$ cat src/hw/rtl/assert_macros.svh
// Assertion macros for the ripple block's RTL
`ifndef ASSERT_MACROS_SVH
`define ASSERT_MACROS_SVH

// Concurrent check on clk_i, off while rst_ni is low
`define WRHW_ASSERT(lbl, prop, msg) \
  lbl: assert property (@(posedge clk_i) disable iff (!rst_ni) prop) else $error(msg);

// Condition that must never be seen at a clock edge
`define WRHW_ASSERT_NEVER(lbl, cond, msg) \
  `WRHW_ASSERT(lbl, !(cond), msg)

`endif

$ cat src/hw/rtl/wrhw_pkg.sv
// Shared constants, types and codes of the water ripple heightfield block
package wrhw_pkg;

  // grid geometry
  localparam int GRID_BITS = 7;
  localparam int GRID_W    = 1 << GRID_BITS;
  localparam int CELL_W    = 2 * GRID_BITS;
  localparam int CELLS     = 1 << CELL_W;
  localparam logic [CELL_W-1:0] CELL_LAST = CELL_W'(CELLS - 1);
  localparam logic [CELL_W-1:0] ROW_STEP  = CELL_W'(GRID_W);
  localparam logic [CELL_W-1:0] CELL_ONE  = CELL_W'(1);

  // height words and the accumulator of the shared unit
  localparam int H_W   = 16;
  localparam int ACC_W = H_W + 2;

  // texture lookup
  localparam int MAX_TEX_LOG2 = 10;
  localparam int TEX_W        = MAX_TEX_LOG2;
  localparam int CFG_W        = 4;
  localparam logic [CFG_W-1:0] CFG_LOG2_RST = CFG_W'(7);
  localparam logic [CFG_W-1:0] CFG_LOG2_MAX = CFG_W'(MAX_TEX_LOG2);
  localparam int OUT_W        = 20;

  // input field widths
  localparam int COORD_W = 7;
  localparam int STR_W   = 10;
  localparam int IDX_W   = 14;

  // stream widths
  localparam int IN_TDATA_W  = 40;
  localparam int OUT_TDATA_W = 24;

  typedef enum logic {
    REQ_TICK   = 1'b0,
    REQ_LOOKUP = 1'b1
  } req_e;

  typedef enum logic [0:0] {
    REG_TEX_WIDTH_LOG2  = 1'b0,
    REG_TEX_HEIGHT_LOG2 = 1'b1
  } cfg_reg_e;

  typedef enum logic [2:0] {
    ALU_NOP  = 3'd0,
    ALU_SUM2 = 3'd1,  // acc = a + b
    ALU_ACC2 = 3'd2,  // acc = acc + a + b
    ALU_HSUB = 3'd3,  // acc = (acc >>> 1) - a
    ALU_DAMP = 3'd4   // acc = acc - (acc >>> 6)
  } alu_op_e;

  typedef struct packed {
    req_e               req_type;
    logic               spawn_en;
    logic [COORD_W-1:0] spawn_x;
    logic [COORD_W-1:0] spawn_y;
    logic [STR_W-1:0]   spawn_strength;
    logic [IDX_W-1:0]   cell_index;
  } item_t;

  typedef struct packed {
    alu_op_e        op;
    logic [H_W-1:0] a;
    logic [H_W-1:0] b;
  } alu_cmd_t;

  typedef struct packed {
    logic              en;
    logic [CELL_W-1:0] addr0;
    logic [CELL_W-1:0] addr1;
  } ram_rd_t;

  typedef struct packed {
    logic              en;
    logic [CELL_W-1:0] addr;
    logic [H_W-1:0]    data;
  } ram_wr_t;

  typedef struct packed {
    logic [CFG_W-1:0] wl;
    logic [CFG_W-1:0] hl;
  } tex_cfg_t;

endpackage

$ cat src/hw/rtl/wrhw_alu.sv
// Shared accumulate unit for the per-cell ripple update
module wrhw_alu
  import wrhw_pkg::*;
(
  input  logic                    clk_i,
  input  alu_cmd_t                cmd_i,
  output logic signed [ACC_W-1:0] acc_o
);

  logic signed [ACC_W-1:0] acc_q, acc_d;
  logic signed [ACC_W-1:0] ea, eb;

  assign ea = {{(ACC_W - H_W){cmd_i.a[H_W-1]}}, cmd_i.a};
  assign eb = {{(ACC_W - H_W){cmd_i.b[H_W-1]}}, cmd_i.b};

  always_comb begin
    acc_d = acc_q;
    unique case (cmd_i.op)
      ALU_NOP:  acc_d = acc_q;
      ALU_SUM2: acc_d = ea + eb;
      ALU_ACC2: acc_d = acc_q + ea + eb;
      ALU_HSUB: acc_d = (acc_q >>> 1) - ea;
      ALU_DAMP: acc_d = acc_q - (acc_q >>> 6);
      default:  acc_d = acc_q;
    endcase
  end

  always_ff @(posedge clk_i) begin
    acc_q <= acc_d;
  end

  assign acc_o = acc_q;

endmodule

$ cat config.mk
export PLATFORM = sky130hd
export DESIGN_NAME = wrhw_alu
export DESIGN_NICKNAME = d
export VERILOG_FILES = /design/src/hw/rtl/assert_macros.svh /design/src/hw/rtl/wrhw_pkg.sv /design/src/hw/rtl/wrhw_alu.sv
export SDC_FILE = /design/constraint.sdc
export NUM_CORES = 1
export LEC_CHECK = 0
export BUFFER_PORTS_ARGS = -buffer_cell sky130_fd_sc_hd__buf_2
export CORE_AREA = 2 2 97 99
export DETAILED_ROUTE_END_ITERATION = 16
export DIE_AREA = 0 0 99 101
export MAX_ROUTING_LAYER = met4
export PLACE_DENSITY = 0.69
export SKIP_CTS_REPAIR_TIMING = 1
export SYNTH_ARGS = -nofsm -noshare
export SYNTH_HDL_FRONTEND = slang
export SYNTH_SLANG_ARGS = --single-unit
$ cat constraint.sdc
create_clock -name clk_i -period 9.45 [get_ports clk_i]
set_clock_uncertainty 0.1 [all_clocks]
set_input_delay 0.4725 -clock clk_i [delete_from_list [all_inputs] [get_ports clk_i]]
set_output_delay 0.4725 -clock clk_i [all_outputs]
set_load 0.005 [all_outputs]
==> results.md <==
- The biggest fanout along the worst timing path is 4.
- The synthesis warning total is 0.
- The synthesis-to-layout area growth is 9.92%.
- Summing every instance area after synthesis gives 4340 µm².
- Summed over all instances, the cell type with the most area after synthesis is sky130_fd_sc_hd__ha_1.
- IR analysis of the VDD net gives a maximum drop of 100 µV.
- The post-synthesis async set-or-reset flop share is 0%.
- STA classifies the critical path endpoint as a flip-flop.
- The detailed router placed 4113 vias in this run.
- The critical path is of the flip-flop to flip-flop type.
- The worst setup path is launched from a flip-flop.
- The number of endpoints with negative hold slack in the final report was 0.
- The origin of the critical flop-to-flop path is acc_o[1].
- The clock sink count is 18.
- The setup-violating endpoint count in the final report is 0.
- The clock network latency to the later pin of the worst-skew pair is 0.25 ns.
- The number of max-cap violations is 0.
- CTS built an H-tree with a depth of 1.
- The maximum number of pins on one net before global-route repair is 19.
- The number of violations reported at the end of detailed-routing iteration 0 is 176.
- Setup repair after global routing left no endpoint under its margin.
- The total power draw is 970 µW.
- The largest buffer count on any clock path is 2.
- The repair_antennas step left the layout with diodes totalling 0.
- The die covers 10000 µm².
- The final max-slew violation count came to 0.
- TritonCTS built the clock tree.
- The normalized max-slew margin is 28.7%.
- The fill cell total of the finished layout is 850.
- The clock-pin slew of the registers on the worst-case setup and hold paths is 0.07 ns.
- The smallest clock period supported by the final layout is computed as 3.49 ns.
- Global routing consumed, over all layers together, 25.9% of the routing resources.
- The leading cell type in the layout, fill and taps excluded is sky130_fd_sc_hd__ha_1.
- The final-stage net count is 697.
- The netlist uses 52 different library cells.
- The proportion of layout cells with a drive suffix above 1 is 11.0%.
- STA puts the critical path data arrival time at 3.39 ns.
- The initial utilization of the core area, before any placement, comes to 48.3%.
- The detail route stage leaves a number of antenna-violating nets equal to 0.
- The total power per unit cell area is 203 nW/µm².
- The via count of the first global-routing pass is 4067.
- 54 I/O pins were placed.
- Dividing the detail-routed via count by the number of cells gives 6.02.
- The cell count after synthesis is 523.
- The number of antenna violations at the first check in global routing is 0.
- The fraction of the yosys area taken by sequential cells is 12.5%.
- Synthesis produced a netlist with a net count of 646.
- The synthesized flop and latch total is 18.
- During placement, the flow inserted port buffers numbering 53.
- Wires add up to 12300 µm.
- The wire length per cell is 18.0 µm.
- Buffers inserted during clock tree synthesis total 3.
- After detailed routing, the number of remaining DRC violations is 0.
- The launching instance or port of the critical path is acc_o[1].
- The first detailed-routing pass ran for 5 iterations.
- In this run, synthesis inferred 18 flip-flops with an integrated enable.
- After synthesis, the cell types taking the most area are sky130_fd_sc_hd__ha_1, sky130_fd_sc_hd__edfxtp_1, sky130_fd_sc_hd__fa_1.
- The kind of path behind the tightest hold check is input port to flip-flop.
- In this run the vertical extent of the chip is 101 µm.
- Summed over all layers, the global routing overflow is 0.
- The HPWL after detailed placement is 10400 µm.
- The slew at the pin with the worst max-slew slack is 1.06 ns.
- The origin of the worst min-delay path is cmd_i[34].
- The root buffer cell chosen for the clock tree is sky130_fd_sc_hd__clkbuf_8.
- The initialized floorplan defines 35 standard-cell rows.
- After synthesis, the largest area contributor takes up 19.0% of total cell area.
- The total core area is 8980 µm².
- The first global-routing pass estimated 20000 µm of wire.
- The library cells used most frequently in the layout, excluding fill and tap cells, are sky130_fd_sc_hd__ha_1, sky130_fd_sc_hd__buf_2, sky130_fd_sc_hd__o21ai_0, sky130_fd_sc_hd__inv_1, sky130_fd_sc_hd__a21oi_1.
- For the worst setup path, the data required time is 9.36 ns.
- Derived from the worst setup path, the maximum achievable clock frequency is 287 MHz.
- Routability-driven placement finished with a final weighted congestion of 0.953.
- The flow ran to the end, and the final reports show no timing, DRC or antenna violations.
- Setup total negative slack on the finished layout was measured at 0 ns.
- The post-route clock period utilization is 36.9%.
- A synthesized cell averages 8.30 µm².
- In the synthesized netlist the dominant register cell turns out to be sky130_fd_sc_hd__edfxtp_1.
- The leakage power figure is 0.00216 µW.
- The width of the die is 99 µm.
- The register with the most flip-flops in the layout has 18 of them.
==> worst max-delay path, cell delays in order (launching register included) <==
cell and delay, ns:
sky130_fd_sc_hd__edfxtp_1 0.46, sky130_fd_sc_hd__fa_1 0.52, sky130_fd_sc_hd__ha_1 0.20, sky130_fd_sc_hd__inv_1 0.07
sky130_fd_sc_hd__fa_1 0.40, sky130_fd_sc_hd__nor2b_1 0.15, sky130_fd_sc_hd__o31a_1 0.20, sky130_fd_sc_hd__or4_1 0.13
sky130_fd_sc_hd__a31oi_1 0.13, sky130_fd_sc_hd__o41a_1 0.42, sky130_fd_sc_hd__xnor2_1 0.14, sky130_fd_sc_hd__a211oi_1 0.25
sky130_fd_sc_hd__nand2_1 0.08
==> layout make-up <==
class	count	area (µm²)	area share, %
inverter	39	146	3.07
tap	111	139	2.91
clock buffer	3	41.3	0.865
timing repair buffer	54	273	5.72
multi-input combinational	458	3630	76.1
sequential	18	541	11.3
==> path summary, 6_finish.rpt <==
check,endpoint,slack [ns],cells past startpoint
setup reg to reg,acc_o[17],5.96,12
setup / recovery,acc_o[17],5.96,12
hold / removal,acc_o[0],0.58,2
hold reg to reg,acc_o[0],0.90,5
==> stage by stage <==
stage	std cells	worst slack, ns	cell area [µm²]	utilization (%)	hold WS, ns
6_report	683	5.96	4770	53.1	0.580
5_1_grt	683	5.71	4770	53.1	0.636
4_1_cts	683	5.99	4770	53.1	0.593
3_5_place_dp	680	5.80	4730	52.7	0.848
3_3_place_gp	680	5.88	4730	52.7	0.824
2_1_floorplan	523	6.19	4340	-	0.645
==> cell families (layout without fill, tap and decap cells) <==
kind of cell,after synthesis,count (layout),synth area share (%)
compound gates,190,190,29.5
simple gates,124,124,13.6
xor+xnor,52,52,10.5
mux,5,5,1.15
buf+inv,47,96,4.06
fa+ha+maj,87,87,28.7
flops,18,18,12.5
==> report_power, final <==
part	internal [µW]	switching (µW)
combinational	339	426
clock	28.4	25.8
sequential	114	37.4
==> cells in the mapped netlist (2+ instances only) <==
| library cell | instances |
|---|---|
| sky130_fd_sc_hd__a2111oi_0 | 2 |
| sky130_fd_sc_hd__a211o_1 | 2 |
| sky130_fd_sc_hd__a211oi_1 | 16 |
| sky130_fd_sc_hd__a21boi_0 | 2 |
| sky130_fd_sc_hd__a21o_1 | 17 |
| sky130_fd_sc_hd__a21oi_1 | 38 |
| sky130_fd_sc_hd__a221oi_1 | 3 |
| sky130_fd_sc_hd__a22oi_1 | 4 |
| sky130_fd_sc_hd__a311oi_1 | 3 |
| sky130_fd_sc_hd__a31oi_1 | 7 |
| sky130_fd_sc_hd__a32oi_1 | 2 |
| sky130_fd_sc_hd__and2_1 | 4 |
| sky130_fd_sc_hd__and3_1 | 4 |
| sky130_fd_sc_hd__clkbuf_1 | 8 |
| sky130_fd_sc_hd__edfxtp_1 | 18 |
| sky130_fd_sc_hd__fa_1 | 21 |
| sky130_fd_sc_hd__ha_1 | 66 |
| sky130_fd_sc_hd__inv_1 | 39 |
| sky130_fd_sc_hd__mux2i_1 | 5 |
| sky130_fd_sc_hd__nand2_1 | 36 |
| sky130_fd_sc_hd__nand2b_1 | 10 |
| sky130_fd_sc_hd__nand3_1 | 2 |
| sky130_fd_sc_hd__nand3b_1 | 2 |
| sky130_fd_sc_hd__nand4_1 | 5 |
| sky130_fd_sc_hd__nor2_1 | 37 |
| sky130_fd_sc_hd__nor2b_1 | 11 |
| sky130_fd_sc_hd__nor3_1 | 6 |
| sky130_fd_sc_hd__nor3b_1 | 2 |
| sky130_fd_sc_hd__o211ai_1 | 4 |
| sky130_fd_sc_hd__o21a_1 | 10 |
| sky130_fd_sc_hd__o21ai_0 | 43 |
| sky130_fd_sc_hd__o21ai_1 | 2 |
| sky130_fd_sc_hd__o21bai_1 | 3 |
| sky130_fd_sc_hd__o22ai_1 | 5 |
| sky130_fd_sc_hd__o31a_1 | 7 |
| sky130_fd_sc_hd__o31ai_1 | 7 |
| sky130_fd_sc_hd__o41a_1 | 2 |
| sky130_fd_sc_hd__o41ai_1 | 2 |
| sky130_fd_sc_hd__or2_2 | 2 |
| sky130_fd_sc_hd__or4_1 | 2 |
| sky130_fd_sc_hd__xnor2_1 | 34 |
| sky130_fd_sc_hd__xor2_1 | 18 |
==> routing by layer <==
| metal | wire length, µm | vias to the layer above | global-route usage, % |
|---|---|---|---|
| met4 | 524 | 0 | 8.85 |
| met5 | 0 | - | - |
| met1 | 5340 | 1902 | 31.2 |
| met2 | 5760 | 127 | 44.6 |
| li1 | - | 2051 | - |
| met3 | 664 | 33 | 3.54 |
Power figures use the tool's default switching activity.
