### src/hw/rtl/assert_macros.svh
// Assertion macros for the ripple block's RTL
`ifndef ASSERT_MACROS_SVH
`define ASSERT_MACROS_SVH

// Concurrent check on clk_i, off while rst_ni is low
`define WRHW_ASSERT(lbl, prop, msg) \
  lbl: assert property (@(posedge clk_i) disable iff (!rst_ni) prop) else $error(msg);

// Condition that must never be seen at a clock edge
`define WRHW_ASSERT_NEVER(lbl, cond, msg) \
  `WRHW_ASSERT(lbl, !(cond), msg)

`endif

### src/hw/rtl/wrhw_pkg.sv
// Shared constants, types and codes of the water ripple heightfield block
package wrhw_pkg;

  // grid geometry
  localparam int GRID_BITS = 7;
  localparam int GRID_W    = 1 << GRID_BITS;
  localparam int CELL_W    = 2 * GRID_BITS;
  localparam int CELLS     = 1 << CELL_W;
  localparam logic [CELL_W-1:0] CELL_LAST = CELL_W'(CELLS - 1);
  localparam logic [CELL_W-1:0] ROW_STEP  = CELL_W'(GRID_W);
  localparam logic [CELL_W-1:0] CELL_ONE  = CELL_W'(1);

  // height words and the accumulator of the shared unit
  localparam int H_W   = 16;
  localparam int ACC_W = H_W + 2;

  // texture lookup
  localparam int MAX_TEX_LOG2 = 10;
  localparam int TEX_W        = MAX_TEX_LOG2;
  localparam int CFG_W        = 4;
  localparam logic [CFG_W-1:0] CFG_LOG2_RST = CFG_W'(7);
  localparam logic [CFG_W-1:0] CFG_LOG2_MAX = CFG_W'(MAX_TEX_LOG2);
  localparam int OUT_W        = 20;

  // input field widths
  localparam int COORD_W = 7;
  localparam int STR_W   = 10;
  localparam int IDX_W   = 14;

  // stream widths
  localparam int IN_TDATA_W  = 40;
  localparam int OUT_TDATA_W = 24;

  typedef enum logic {
    REQ_TICK   = 1'b0,
    REQ_LOOKUP = 1'b1
  } req_e;

  typedef enum logic [0:0] {
    REG_TEX_WIDTH_LOG2  = 1'b0,
    REG_TEX_HEIGHT_LOG2 = 1'b1
  } cfg_reg_e;

  typedef enum logic [2:0] {
    ALU_NOP  = 3'd0,
    ALU_SUM2 = 3'd1,  // acc = a + b
    ALU_ACC2 = 3'd2,  // acc = acc + a + b
    ALU_HSUB = 3'd3,  // acc = (acc >>> 1) - a
    ALU_DAMP = 3'd4   // acc = acc - (acc >>> 6)
  } alu_op_e;

  typedef struct packed {
    req_e               req_type;
    logic               spawn_en;
    logic [COORD_W-1:0] spawn_x;
    logic [COORD_W-1:0] spawn_y;
    logic [STR_W-1:0]   spawn_strength;
    logic [IDX_W-1:0]   cell_index;
  } item_t;

  typedef struct packed {
    alu_op_e        op;
    logic [H_W-1:0] a;
    logic [H_W-1:0] b;
  } alu_cmd_t;

  typedef struct packed {
    logic              en;
    logic [CELL_W-1:0] addr0;
    logic [CELL_W-1:0] addr1;
  } ram_rd_t;

  typedef struct packed {
    logic              en;
    logic [CELL_W-1:0] addr;
    logic [H_W-1:0]    data;
  } ram_wr_t;

  typedef struct packed {
    logic [CFG_W-1:0] wl;
    logic [CFG_W-1:0] hl;
  } tex_cfg_t;

endpackage

### src/hw/rtl/wrhw_seq.sv
// Sequencer: grid clear, ripple stamp, per-cell update walk and lookup
`include "assert_macros.svh"

module wrhw_seq
  import wrhw_pkg::*;
(
  input  logic                    clk_i,
  input  logic                    rst_ni,
  // request side
  input  logic                    in_valid_i,
  output logic                    in_ready_o,
  input  item_t                   item_i,
  // lookup result, taken only when the output slot is free
  input  logic                    out_free_i,
  output logic                    res_valid_o,
  output logic [OUT_W-1:0]        res_texel_o,
  input  tex_cfg_t                cfg_i,
  // grid role select: 0 = grid a current
  output logic                    sel_o,
  // logical grid ports, mapped onto the two RAMs by sel_o
  output ram_rd_t                 cur_rd_o,
  output ram_rd_t                 oth_rd_o,
  output ram_wr_t                 cur_wr_o,
  output ram_wr_t                 oth_wr_o,
  input  logic [H_W-1:0]          cur_q0_i,
  input  logic [H_W-1:0]          cur_q1_i,
  input  logic [H_W-1:0]          oth_q0_i,
  // shared unit
  output alu_cmd_t                alu_cmd_o,
  input  logic signed [ACC_W-1:0] acc_i
);

  typedef enum logic [10:0] {
    S_CLEAR = 11'b000_0000_0001,
    S_IDLE  = 11'b000_0000_0010,
    S_STAMP = 11'b000_0000_0100,
    S_CRD0  = 11'b000_0000_1000,
    S_CRD1  = 11'b000_0001_0000,
    S_CACC  = 11'b000_0010_0000,
    S_CHSUB = 11'b000_0100_0000,
    S_CDAMP = 11'b000_1000_0000,
    S_CWB   = 11'b001_0000_0000,
    S_LRD   = 11'b010_0000_0000,
    S_LOUT  = 11'b100_0000_0000
  } state_e;

  typedef enum logic [2:0] {
    PT_CENTER = 3'd0,
    PT_RIGHT  = 3'd1,
    PT_LEFT   = 3'd2,
    PT_DOWN   = 3'd3,
    PT_UP     = 3'd4
  } stamp_pt_e;

  state_e            state_q, state_d;
  stamp_pt_e         pt_q, pt_d;
  logic [CELL_W-1:0] k_q, k_d;
  logic              pend_q, pend_d;
  logic              sel_q, sel_d;
  item_t             item_q, item_d;
  logic              tick_acc;

  // stamp coordinates, wrapped to the grid
  logic [GRID_BITS-1:0] xg, xp, xm, yg, yp, ym;
  logic [STR_W-1:0]     side;

  assign xg   = GRID_BITS'(item_q.spawn_x);
  assign yg   = GRID_BITS'(item_q.spawn_y);
  assign xp   = xg + GRID_BITS'(1);
  assign xm   = xg - GRID_BITS'(1);
  assign yp   = yg + GRID_BITS'(1);
  assign ym   = yg - GRID_BITS'(1);
  assign side = item_q.spawn_strength - (item_q.spawn_strength >> 2);

  // lookup: displacement d = height >>> 4
  localparam int D_W = H_W - 4;
  logic signed [D_W-1:0]   disp;
  logic [CELL_W-1:0]       lk_cell;
  logic [TEX_W-1:0]        d_ext, i_ext, r_ext, wmask, hmask, col, row;

  assign lk_cell = CELL_W'(item_q.cell_index);
  assign disp  = oth_q0_i[H_W-1:4];
  assign d_ext = TEX_W'(disp);
  assign i_ext = TEX_W'(lk_cell);
  assign r_ext = TEX_W'(lk_cell[CELL_W-1:GRID_BITS]);
  assign wmask = ~({TEX_W{1'b1}} << cfg_i.wl);
  assign hmask = ~({TEX_W{1'b1}} << cfg_i.hl);
  assign col   = (i_ext + d_ext) & wmask;
  assign row   = (r_ext - d_ext) & hmask;
  assign res_texel_o = OUT_W'(col) | (OUT_W'(row) << cfg_i.wl);

  assign in_ready_o = (state_q == S_IDLE);
  assign tick_acc   = in_valid_i && in_ready_o && (item_i.req_type == REQ_TICK);
  assign sel_o      = sel_q;

  always_comb begin
    state_d     = state_q;
    pt_d        = pt_q;
    k_d         = k_q;
    pend_d      = pend_q;
    sel_d       = sel_q;
    item_d      = item_q;
    cur_rd_o    = '0;
    oth_rd_o    = '0;
    cur_wr_o    = '0;
    oth_wr_o    = '0;
    alu_cmd_o   = '{op: ALU_NOP, a: '0, b: '0};
    res_valid_o = 1'b0;

    unique case (state_q)
      S_CLEAR: begin
        cur_wr_o = '{en: 1'b1, addr: k_q, data: '0};
        oth_wr_o = '{en: 1'b1, addr: k_q, data: '0};
        if (k_q == CELL_LAST) begin
          k_d     = '0;
          state_d = S_IDLE;
        end else begin
          k_d = k_q + CELL_ONE;
        end
      end
      S_IDLE: begin
        if (in_valid_i) begin
          item_d = item_i;
          if (item_i.req_type == REQ_LOOKUP) begin
            state_d = S_LRD;
          end else begin
            sel_d  = ~sel_q;
            k_d    = '0;
            pend_d = 1'b0;
            pt_d   = PT_CENTER;
            state_d = item_i.spawn_en ? S_STAMP : S_CRD0;
          end
        end
      end
      S_STAMP: begin
        cur_wr_o.en   = 1'b1;
        cur_wr_o.data = H_W'(side);
        unique case (pt_q)
          PT_CENTER: begin
            cur_wr_o.addr = {yg, xg};
            cur_wr_o.data = H_W'(item_q.spawn_strength);
            pt_d = PT_RIGHT;
          end
          PT_RIGHT: begin
            cur_wr_o.addr = {yg, xp};
            pt_d = PT_LEFT;
          end
          PT_LEFT: begin
            cur_wr_o.addr = {yg, xm};
            pt_d = PT_DOWN;
          end
          PT_DOWN: begin
            cur_wr_o.addr = {yp, xg};
            pt_d = PT_UP;
          end
          PT_UP: begin
            cur_wr_o.addr = {ym, xg};
            state_d = S_CRD0;
          end
          default: begin
            cur_wr_o.en = 1'b0;
            state_d     = S_CRD0;
          end
        endcase
      end
      // cell k: upper and left neighbours plus old value; finish damping of k-1
      S_CRD0: begin
        cur_rd_o = '{en: 1'b1, addr0: k_q - ROW_STEP, addr1: k_q - CELL_ONE};
        oth_rd_o = '{en: 1'b1, addr0: k_q, addr1: k_q};
        if (pend_q) begin
          alu_cmd_o.op = ALU_DAMP;
        end
        state_d = S_CRD1;
      end
      // right and lower neighbours; write back k-1 before the sum restarts
      S_CRD1: begin
        cur_rd_o = '{en: 1'b1, addr0: k_q + CELL_ONE, addr1: k_q + ROW_STEP};
        if (pend_q) begin
          oth_wr_o = '{en: 1'b1, addr: k_q - CELL_ONE, data: acc_i[H_W-1:0]};
        end
        alu_cmd_o = '{op: ALU_SUM2, a: cur_q0_i, b: cur_q1_i};
        state_d   = S_CACC;
      end
      S_CACC: begin
        alu_cmd_o = '{op: ALU_ACC2, a: cur_q0_i, b: cur_q1_i};
        state_d   = S_CHSUB;
      end
      S_CHSUB: begin
        alu_cmd_o = '{op: ALU_HSUB, a: oth_q0_i, b: '0};
        pend_d    = 1'b1;
        if (k_q == CELL_LAST) begin
          state_d = S_CDAMP;
        end else begin
          k_d     = k_q + CELL_ONE;
          state_d = S_CRD0;
        end
      end
      S_CDAMP: begin
        alu_cmd_o.op = ALU_DAMP;
        state_d      = S_CWB;
      end
      S_CWB: begin
        oth_wr_o = '{en: 1'b1, addr: k_q, data: acc_i[H_W-1:0]};
        pend_d   = 1'b0;
        k_d      = '0;
        state_d  = S_IDLE;
      end
      S_LRD: begin
        oth_rd_o = '{en: 1'b1, addr0: lk_cell, addr1: lk_cell};
        state_d  = S_LOUT;
      end
      S_LOUT: begin
        if (out_free_i) begin
          res_valid_o = 1'b1;
          state_d     = S_IDLE;
        end
      end
      default: state_d = S_IDLE;
    endcase
  end

  always_ff @(posedge clk_i or negedge rst_ni) begin
    if (!rst_ni) begin
      state_q <= S_CLEAR;
      pt_q    <= PT_CENTER;
      k_q     <= '0;
      pend_q  <= 1'b0;
      sel_q   <= 1'b0;
    end else begin
      state_q <= state_d;
      pt_q    <= pt_d;
      k_q     <= k_d;
      pend_q  <= pend_d;
      sel_q   <= sel_d;
    end
  end

  always_ff @(posedge clk_i) begin
    item_q <= item_d;
  end

  `WRHW_ASSERT_NEVER(a_cur_wr_outside_fill, cur_wr_o.en && !(state_q == S_STAMP || state_q == S_CLEAR), "current grid written outside stamp or clear")
  `WRHW_ASSERT(a_sel_only_on_tick, (sel_q != $past(sel_q)) |-> $past(tick_acc), "grid select moved without a tick")
  `WRHW_ASSERT(a_res_after_read, res_valid_o |-> $past(state_q == S_LRD || state_q == S_LOUT), "lookup result without a grid read")

endmodule

### config.mk
export PLATFORM = sky130hd
export DESIGN_NAME = wrhw_seq
export DESIGN_NICKNAME = d
export VERILOG_FILES = /design/src/hw/rtl/wrhw_pkg.sv /design/src/hw/rtl/wrhw_seq.sv
export VERILOG_INCLUDE_DIRS = /design/src /design/src/hw/rtl
export SDC_FILE = /design/constraint.sdc
export NUM_CORES = 1
export LEC_CHECK = 0
export BUFFER_PORTS_ARGS = -buffer_cell sky130_fd_sc_hd__clkbuf_2
export CORE_UTILIZATION = 40
export DETAILED_ROUTE_END_ITERATION = 12
export PLACE_DENSITY = 0.81
export SYNTH_ARGS = -nofsm -noshare
export SYNTH_HDL_FRONTEND = slang
export SYNTH_SLANG_ARGS = --single-unit
export TNS_END_PERCENT = 50
### constraint.sdc
create_clock -name clk_i -period 3 [get_ports clk_i]
set_clock_uncertainty 0.1 [all_clocks]
set_input_delay 0.15 -clock clk_i [delete_from_list [all_inputs] [get_ports clk_i]]
set_output_delay 0.15 -clock clk_i [all_outputs]
set_load 0.01 [all_outputs]
==> impl_metrics.csv <==
group,metric,value,unit
synth,synth.cell_area,7590,sq um
timing,fin_ws,-351,ps
clock_network,htree_num_levels,3,
timing,worst_pin_slew,769,ps
synth,yosysWarningCount,0,
final_layout,nFillCells,1691,
clock_network,clock-sinks,68,
routing,ant_nets,0,
final_layout,syn2layout_area_growth,41.7,%
run_status,outcome,"finished, violations left",
clock_network,clockBufferDepth,2,
final_layout,fin_util,0.577,
critical_path,cp-start-kind,"register",
routing,drtIter0Drc,803,
grt,grt-ovfl-total,0,
grt,grt_use_total,0.281,
final_layout,multi_input_area,5500,sq um
placed_design,dp_cells,1520,
final_layout,drive_above_1_share,0.359,
flow_run,maxCapViolCount,0,
synth,synth_common_cells,"nand2_1, o21ai_0, nor2_1, clkbuf_1, a21oi_1",
routing,drc,0,
synth,syn_inst,1028,
routing,finalWirelength,29.1,mm
power_and_ir_drop,leakage,5.01,nW
clock_network,cts_root_buf,"clkbuf_16",
critical_path,endpoint_kind,"output pin",
min_path,hold_class,"input port to register",
critical_path,crit_chain,"inv_1 -> ha_2 -> inv_2 -> fa_2 -> a21o_1 -> a221oi_2 -> xor2_2 -> buf_4 -> o32ai_4 -> buf_4 -> nor3_2 -> a31oi_1 -> a22o_1 -> clkbuf_2",
routing,vias_per_cell,5.86,
die,num_rows,50,
timing,final_hold_viol_count,0,
power_and_ir_drop,power.total,0.00521,W
final_layout,nNetsFinal,1524,
synth,synth_seq_area_share,0.249,
power_and_ir_drop,ir_worst_vdd,0.370,mV
critical_path,cp.required,2750,ps
synth,synth_area_leader_cell,"edfxtp_1",
placed_design,io_buffer_count,287,
timing,timing.final.crit_share,1.12,
die,core,18600,sq um
die,die_h,140,um
timing,setup_tns,-4140,ps
die,die-area,19500,sq um
synth,synth.avg_cell_area,7.38,sq um
clock_network,numCtsBuffers,9,
placed_design,place_congestion,0.948,
routing,via_count,9411,
synth,synth_top_cell_area_share,0.150,
timing,relSlewSlack,0.482,
critical_path,crit_type,"register to output pin",
grt,grt_pass1_wl,43.7,mm
synth,synth_seq_cells,68,
placed_design,detailed_place_hpwl,21.1,mm
timing,setup-violations-final,17,
critical_path,crit_fanout,3,
synth,synth_async_sr_flop_share,0.441,
timing,slew_viol_final,0,
clock_network,clkTransAtPathRegs,50,ps
die,start_util,0.407,
grt,grt_max_degree,39,
run_status,violations,"negative setup slack",
timing,fmax,298,MHz
routing,dr.pass1.iters,7,
power_and_ir_drop,p_per_area,484,nW/um^2
critical_path,cp_data_arrival_time,3100,ps
routing,drt-wirelength-per-cell,18.1,um
synth,synthFlopType,"edfxtp_1",
synth,synth_edf_count,38,
clock_network,insertion_delay,340,ps
clock_network,cts_tree,"yes",
die,fp.dieW,140,um
grt,antenna_found_initial,0,
synth,synth.most_common_cell,"nand2_1",
critical_path,slowest_stage,"edfxtp_1",
critical_path,crit_top_cell,"buf_4",
grt,grt_pass1_vias,8576,
synth,synth_area_leaders,"edfxtp_1, dfrtp_1, o21ai_0",
synth,ys_types,75,
timing,period_needed,3350,ps
critical_path,cp_slowest_stage_delay,390,ps
final_layout,antenna_cells,0,
die,ios,296,
timing,rsz0062_at_grt,"true",
final_layout,fin_cells,1607,
final_layout,seqCellArea,1900,sq um
final timing paths:
check	endpoint	cells past startpoint	slack (ps)	from
max in group asynchronous	state_q[9]	2	1910	rst_ni
max	res_texel_o[12]	14	-350	lk_cell[7]
max reg2reg	k_q[3]	9	250	k_q[1]
min reg2reg	sel_o	1	370	sel_o
min	state_q[10]	3	30	out_free_i
min in group asynchronous	k_q[9]	2	340	rst_ni
area by class of cell:
cell class                 instances  share of cell area
multi-input combinational        817               0.512
timing repair buffer             419               0.238
sequential                        68               0.177
tap                              234              0.0272
clock buffer                      10              0.0213
inverter                          53              0.0190
clock inverter                     6             0.00594
repair_timing:
| item | in CTS | in global routing |
|---|---|---|
| endpoints found under the setup margin | 53 | 83 |
| hold buffers | 42 | 0 |
| hold endpoints to repair | 69 | 0 |
| setup buffers | 14 | 16 |
| pin swaps | 26 | 21 |
| resized for setup | 55 | 73 |
worst max-delay path: cells and delay by family (launching register included):
| kind | cells | cell delay (ps) |
|---|---|---|
| compound gates | 5 | 1080 |
| buf+inv | 5 | 600 |
| fa+ha+maj | 2 | 520 |
| flops | 1 | 390 |
| xor+xnor | 1 | 150 |
| simple gates | 1 | 30 |
state kept, by name, summed over array words and instances (netlist names):
signal   flops
sel_o        1
k_q         14
pt_q         3
yg           7
state_q     11
item_q      10
lk_cell     14
pend_q       1
xg           7
power by group:
group          internal [W]  total [W]  switching [W]  leakage, nW
registers           0.00119    0.00135       0.000158        0.757
logic               0.00121    0.00280        0.00159         4.11
clock network      0.000643    0.00105       0.000407        0.139
logic make-up after synthesis:
kind of cell | share of synthesized area
adders and majority gates | 0.0666
xor gates and xnor gates | 0.0346
buffers and inverters | 0.0861
DFF | 0.249
AOI/OAI and AO/OA | 0.292
other | 0.000494
and+or+nand+nor | 0.261
muxes | 0.00956
through the flow:
step                area [sq um]  hold slack [ps]  setup WS, ps
floorplan                   7610             -246           118
global placement            9360              155         -52.5
detailed placement          9360              163          -129
CTS                        10400             29.3          -315
global route               10800             61.0          -449
finish                     10800             28.8          -351
cells in the final DEF, fill, tap and decap left out, drive strengths merged, types with 23 or more instances in the layout:
cell type | Yosys | routed
dlygate4sd3 | 0 | 42
buf | 29 | 101
clkbuf | 66 | 286
a21oi | 65 | 65
nand2 | 107 | 107
nor2b | 29 | 29
ha | 34 | 34
nor2 | 90 | 90
a22o | 26 | 26
and2 | 24 | 24
o21ai | 109 | 109
o31ai | 27 | 27
edfxtp | 38 | 38
inv | 51 | 52
nand3 | 23 | 23
dfrtp | 29 | 29
nor3 | 39 | 39
layer usage:
metal	part of all wire	global-route usage	up-vias	wire length, um
met5	0	0	-	0
met4	0.047	0.124	0	1370
met3	0.086	0.0588	96	2490
met2	0.49	0.496	540	14300
met1	0.38	0.328	4378	11000
li1	-	-	4397	-
Note: power is estimated with default switching activity, not from simulation.
